`config.mk`:
```
export PLATFORM = sky130hd
export DESIGN_NAME = cpts_ctrl
export DESIGN_NICKNAME = d
export VERILOG_FILES = /design/src/rtl/cpts_pkg.sv /design/src/rtl/cpts_ctrl.sv
export SDC_FILE = /design/constraint.sdc
export NUM_CORES = 1
export LEC_CHECK = 0
export ABC_AREA = 1
export BUFFER_PORTS_ARGS = -buffer_cell sky130_fd_sc_hd__clkbuf_2
export CAP_MARGIN = 30
export CORE_UTILIZATION = 55
export CTS_CLUSTER_SIZE = 14
export DETAILED_ROUTE_END_ITERATION = 6
export GPL_TIMING_DRIVEN = 1
export PLACE_DENSITY = 0.85
export SYNTH_ARGS = -nofsm -noshare
export SYNTH_HDL_FRONTEND = slang
export SYNTH_SLANG_ARGS = --single-unit
```
`constraint.sdc`:
```
create_clock -name clk -period 2.95 [get_ports clk]
set_input_delay 0.59 -clock clk [delete_from_list [all_inputs] [get_ports clk]]
set_output_delay 0.59 -clock clk [all_outputs]
set_load 0.01 [all_outputs]
```
`src/rtl/cpts_pkg.sv`:
```
`default_nettype none
package cpts_pkg;

  typedef enum logic [1:0] {
    FUNC_TICK  = 2'd0,
    FUNC_SCHED = 2'd1,
    FUNC_WRITE = 2'd2,
    FUNC_READ  = 2'd3
  } func_t;

  typedef enum logic [3:0] {
    ST_IDLE,
    ST_CLEAR,
    ST_TICK_RD,
    ST_TICK_WR,
    ST_WAKE_RD,
    ST_WAKE_WR,
    ST_PICK_RD,
    ST_PICK_CMP,
    ST_PICK_END,
    ST_FILL_RD,
    ST_FILL_WR,
    ST_SLOT_WR,
    ST_SLOT_RD,
    ST_SLOT_OUT,
    ST_DONE
  } state_t;

  localparam logic [2:0]  RUN_RUNNING  = 3'd0;
  localparam logic [2:0]  RUN_INTERRUPT = 3'd1;
  localparam logic [7:0]  INIT_SLICE   = 8'd15;
  localparam logic [6:0]  INIT_PRIO    = 7'd15;
  localparam logic [31:0] KILL_STOP_MASK = (32'd1 << 8) | (32'd1 << 18);
  localparam logic [31:0] ALRM_MASK    = 32'd1 << 13;

  // entry layout: present, run state, priority, counter, alarm, pending, blocked,
  // user ticks, system ticks
  localparam int ENTRY_W = 1 + 3 + 7 + 8 + 32 * 5;

  typedef struct packed {
    logic        present;
    logic [2:0]  run_state;
    logic [6:0]  priority_v;
    logic [7:0]  counter;
    logic [31:0] alarm;
    logic [31:0] pending;
    logic [31:0] blocked;
    logic [31:0] uticks;
    logic [31:0] sticks;
  } entry_t;

  typedef enum logic [2:0] {
    WOP_NONE,
    WOP_CLEAR,
    WOP_TICK,
    WOP_WAKE,
    WOP_FILL,
    WOP_SLOT
  } wop_t;

  typedef struct packed {
    logic       rd_en;
    logic       rd_run;
    wop_t       wop;
    logic       pick_clear;
    logic       pick_cmp;
    logic       cap_read;
    logic       tick_inc;
    logic       set_run;
  } cmd_t;

  typedef struct packed {
    logic       best_zero;
    logic       best_none;
    logic       counter_le1;
  } sts_t;

endpackage
`default_nettype wire

```
`src/rtl/cpts_ctrl.sv`:
```
`default_nettype none
module cpts_ctrl #(
  parameter int NUM_TASKS = 64
) (
  input  wire logic              clk,
  input  wire logic              rst_n,
  input  wire logic              start,
  input  wire logic [1:0]        in_func,
  input  wire logic [1:0]        in_cpl,
  input  wire logic [5:0]        in_slot_index,
  input  wire cpts_pkg::sts_t    sts,
  input  wire logic [$clog2(NUM_TASKS)-1:0] run_slot,
  output logic                   busy,
  output logic                   in_load,
  output cpts_pkg::cmd_t         cmd,
  output logic [$clog2(NUM_TASKS)-1:0] addr,
  output logic                   out_strobe,
  output logic                   out_switched
);
  localparam int AW = $clog2(NUM_TASKS);
  localparam logic [AW-1:0] TOP = AW'(NUM_TASKS - 1);

  cpts_pkg::state_t state_r, state_nxt;
  logic [AW-1:0]    idx_r, idx_nxt;
  logic [AW-1:0]    before_r;
  logic             filled_r, filled_nxt;
  logic             cpl_r;
  logic             inrange_r;
  logic             read_r;

  always_ff @(posedge clk) begin
    if (!rst_n) begin
      state_r  <= cpts_pkg::ST_CLEAR;
      idx_r    <= '0;
      filled_r <= 1'b0;
    end else begin
      state_r  <= state_nxt;
      idx_r    <= idx_nxt;
      filled_r <= filled_nxt;
    end
    if (in_load) begin
      before_r  <= run_slot;
      cpl_r     <= (in_cpl != 2'd0);
      inrange_r <= ({3'b000, in_slot_index} < 9'(NUM_TASKS));
      read_r    <= (in_func == cpts_pkg::FUNC_READ);
    end
  end

  always_comb begin
    state_nxt  = state_r;
    idx_nxt    = idx_r;
    filled_nxt = filled_r;
    cmd        = '0;
    cmd.wop    = cpts_pkg::WOP_NONE;
    addr       = idx_r;
    busy       = (state_r != cpts_pkg::ST_IDLE);
    in_load    = 1'b0;
    out_strobe = 1'b0;
    unique case (state_r)
      cpts_pkg::ST_CLEAR: begin
        cmd.wop = cpts_pkg::WOP_CLEAR;
        idx_nxt = idx_r + AW'(1);
        if (idx_r == TOP) state_nxt = cpts_pkg::ST_IDLE;
      end
      cpts_pkg::ST_IDLE: begin
        if (start) begin
          in_load = 1'b1;
          filled_nxt = 1'b0;
          idx_nxt = TOP;
          unique case (cpts_pkg::func_t'(in_func))
            cpts_pkg::FUNC_TICK: begin
              cmd.tick_inc = 1'b1;
              state_nxt = cpts_pkg::ST_TICK_RD;
            end
            cpts_pkg::FUNC_SCHED: state_nxt = cpts_pkg::ST_WAKE_RD;
            cpts_pkg::FUNC_WRITE: begin
              idx_nxt = AW'(in_slot_index);
              state_nxt = cpts_pkg::ST_SLOT_WR;
            end
            default: begin
              idx_nxt = AW'(in_slot_index);
              state_nxt = cpts_pkg::ST_SLOT_RD;
            end
          endcase
        end
      end
      cpts_pkg::ST_TICK_RD: begin
        addr = run_slot;
        state_nxt = cpts_pkg::ST_TICK_WR;
      end
      cpts_pkg::ST_TICK_WR: begin
        addr = run_slot;
        cmd.wop = cpts_pkg::WOP_TICK;
        state_nxt = (sts.counter_le1 && cpl_r) ? cpts_pkg::ST_WAKE_RD : cpts_pkg::ST_DONE;
      end
      cpts_pkg::ST_WAKE_RD: state_nxt = cpts_pkg::ST_WAKE_WR;
      cpts_pkg::ST_WAKE_WR: begin
        cmd.wop = cpts_pkg::WOP_WAKE;
        if (idx_r == AW'(1)) begin
          idx_nxt = TOP;
          cmd.pick_clear = 1'b1;
          state_nxt = cpts_pkg::ST_PICK_RD;
        end else begin
          idx_nxt = idx_r - AW'(1);
          state_nxt = cpts_pkg::ST_WAKE_RD;
        end
      end
      cpts_pkg::ST_PICK_RD: state_nxt = cpts_pkg::ST_PICK_CMP;
      cpts_pkg::ST_PICK_CMP: begin
        cmd.pick_cmp = 1'b1;
        if (idx_r == AW'(1)) begin
          idx_nxt = TOP;
          state_nxt = cpts_pkg::ST_PICK_END;
        end else begin
          idx_nxt = idx_r - AW'(1);
          state_nxt = cpts_pkg::ST_PICK_RD;
        end
      end
      // refill once if the best counter is zero
      cpts_pkg::ST_PICK_END: begin
        if (sts.best_zero && !filled_r) begin
          filled_nxt = 1'b1;
          state_nxt = cpts_pkg::ST_FILL_RD;
        end else begin
          cmd.set_run = 1'b1;
          state_nxt = cpts_pkg::ST_DONE;
        end
      end
      cpts_pkg::ST_FILL_RD: state_nxt = cpts_pkg::ST_FILL_WR;
      cpts_pkg::ST_FILL_WR: begin
        cmd.wop = cpts_pkg::WOP_FILL;
        if (idx_r == AW'(1)) begin
          idx_nxt = TOP;
          cmd.pick_clear = 1'b1;
          state_nxt = cpts_pkg::ST_PICK_RD;
        end else begin
          idx_nxt = idx_r - AW'(1);
          state_nxt = cpts_pkg::ST_FILL_RD;
        end
      end
      cpts_pkg::ST_SLOT_WR: begin
        if (inrange_r) cmd.wop = cpts_pkg::WOP_SLOT;
        state_nxt = cpts_pkg::ST_IDLE;
        out_strobe = 1'b1;
      end
      cpts_pkg::ST_SLOT_RD: state_nxt = cpts_pkg::ST_SLOT_OUT;
      cpts_pkg::ST_SLOT_OUT: begin
        if (inrange_r && read_r) cmd.cap_read = 1'b1;
        state_nxt = cpts_pkg::ST_DONE;
      end
      cpts_pkg::ST_DONE: begin
        state_nxt = cpts_pkg::ST_IDLE;
        out_strobe = 1'b1;
      end
      default: state_nxt = cpts_pkg::ST_IDLE;
    endcase
  end

  assign out_switched = 1'b0;
  logic unused;
  assign unused = ^before_r ^ sts.best_none;
endmodule
`default_nettype wire

```
==> results.yml <==
setup_path:
  arrival_ps: 1640
  startpoint: "state_r[3]"
  r2r_slack_ps: 1340
  critPathMaxFanout: 8
  r2r_end: "idx_r[4]"
  cp-end-kind: "output port"
  r2r_start: "state_r[2]"
  path_class: "flop to output port"
  r2r_cells: 7
  required_ps: 2360
  cp-start-kind: "flop"
timing:
  worst_slack_ps: 717.8
  rsz0062_at_grt: "false"
  fin_crit_sh_pct: 75.67
  finalHoldViolCount: 0
  fin_crit_ps: 2232
  final-max-slew-violation-count: 0
  fmax_ghz: 0.4480
  holdWs_ps: 535.9
  final.setup.tns_ps: 0
  fin_skew_ps: 1.703
  setup_violations: 0
finish:
  antennaDiodeCount: 0
  synthToLayoutAreaGrowth_pct: 12.75
  seq_area_um2: 280.3
  fin_cells: 289
  multi_input_area_um2: 899.6
  drive_above_1_share_pct: 22.99
  nFillCells: 231
  nNetsFinal: 287
worst_hold_path:
  hold_end: "filled_r"
  worstHoldPathType: "flop to flop"
  min_from: "filled_r"
  min_path_cells: 2
synth:
  synthFlopType: "dfxtp_1"
  synth_area_leaders: "dfxtp_1, nand2_1, nor2_1"
  yosys_warnings: 0
  netlist_area_mm2: 0.001364
  synth_edf_count: 2
  yosysSeqAreaShare_pct: 20.55
  yosysTopAreaCellShare_pct: 16.15
  yosysTopAreaCell: "dfxtp_1"
  post-synth-top-count-cell: "nand2_1"
  synthArstFlopShare_pct: 0
  syn_area_per_cell_um2: 5.982
  synthCells: 228
  synthDistinctLibCells: 31
  netlist_top_cells_count: "nand2_1, nor2_1, inv_1"
  ys_seq_elements: 13
routing:
  viasPerCell: 5.336
  via_count: 1542
  drc_errors: 0
  wire_per_inst_um: 11.43
  ant_nets: 0
  drtIter0Drc: 69
  firstDrtPassIters: 5
  wl_mm: 3.304
clocking:
  cts-buffers-inserted: 3
  cts_tree: "done"
  ctsRootBufferMaster: "clkbuf_4"
  cts_resized: 0
  cts.sink_count: 13
  cts_setup_buffers: 0
  htree_levels: 1
  cts.clk_slew.worst_paths_ps: 90
  cts_max_path_buffers: 2
  clk_latency_ps: 280
  ctsHoldBuffers: 0
die:
  core-area_mm2: 0.002276
  initial_core_util_pct: 59.92
  num_rows: 17
  die-area_mm2: 0.002683
  io_pins: 42
  die_w_um: 51.80
  die_h_um: 51.80
global_route:
  grt_pass1_vias: 1299
  grt_start_max_net_pins: 13
  antenna_found_initial: 0
  grt_first_pass_wirelength_mm: 5.595
  track_usage_pct: 27.89
  grt_overflow: 0
place:
  placedCellCount: 285
  dp.final_hpwl_mm: 2.591
  gp_congestion: 0.9281
  numPortBuffers: 37
  dp_worst_setup_slack_ps: 1040
power:
  ir_worst_vdd_mv: 0.2094
  power_density_mw_per_mm2: 251.8
  total_leakage_power_nw: 0.8656
flow_run:
  max_cap_viol_count: 0
status:
  status: "complete, no violations"
[cell families (layout without fill, tap and decap cells)]
family	after synthesis	in the layout	share of synthesized area [%]
adders and majority gates	3	3	2.753
and+or+nand+nor	138	138	48.62
AOI/OAI and AO/OA	32	32	12.48
xor gates and xnor gates	2	2	1.285
other	1	3	0.2750
DFF	13	13	20.55
buffers and inverters	39	70	14.04
[worst max path at each step]
stage / cells after the start / slack [ps] / end
after global placement: 6 / 1050 / cmd[4]
final: 7 / 720 / cmd[4]
after global routing: 7 / 570 / cmd[4]
after detailed placement: 7 / 1040 / cmd[4]
after floorplan: 6 / 1240 / addr[1]
after CTS: 7 / 720 / cmd[4]
[report_power, final]
| group | switching (mW) | internal [mW] | total [mW] |
|---|---|---|---|
| sequential | 0.00724 | 0.183 | 0.190 |
| combinational | 0.0445 | 0.0323 | 0.0768 |
| clock | 0.0674 | 0.0526 | 0.120 |
| total | 0.119 | 0.268 | 0.387 |
[cell type report]
cell class / instances / share of cell area, %
Clock buffer: 4 / 1.709
Inverter: 29 / 7.242
Multi-Input combinational cell: 178 / 58.50
Sequential cell: 13 / 18.23
Tap cell: 28 / 2.278
Timing Repair Buffer: 37 / 12.04
[layout by cell type, fill, tap and decap left out, types with 3 or more instances in the layout]
cell type / n
conb_1: 3
nand2_1: 58
ha_1: 3
nor2_1: 40
a21oi_1: 9
clkbuf_2: 37
nor2_2: 3
clkbuf_4: 3
nand3_1: 17
dfxtp_1: 11
nand2_4: 3
o21ai_0: 16
o211ai_1: 3
nor2_4: 4
inv_1: 26
[sequential cells by signal, summed over array words and instances, names as in the netlist]
name,cells
read_r,1
state_r,4
idx_r,6
filled_r,1
cpl_r,1
[metrics by stage]
stage               instance area [um2]  utilization [%]  power (mW)
CTS                                1538            67.56      0.3847
global placement                   1511            66.41      0.2684
floorplan                          1371                -      0.2459
finish                             1538            67.56      0.3872
global route                       1538            67.56      0.4063
detailed placement                 1511            66.41      0.2699
[routing by layer]
layer  wire length (um)  part of all wire (%)  GRT usage (%)
met5                  0                     0              0
met1               1508                    46          39.64
met2               1411                    43          42.42
met3                342                    10          4.094
met4                 42                   1.3          9.910
[worst max-delay path, cell delays in order, from the launching register on]
cell      delay [ps]
dfxtp_1          610
nand2_1          160
inv_1            130
nand2_4           80
inv_1            100
o21ai_1          100
inv_1             60
clkbuf_2         120
(Power assumes the default switching activity.)
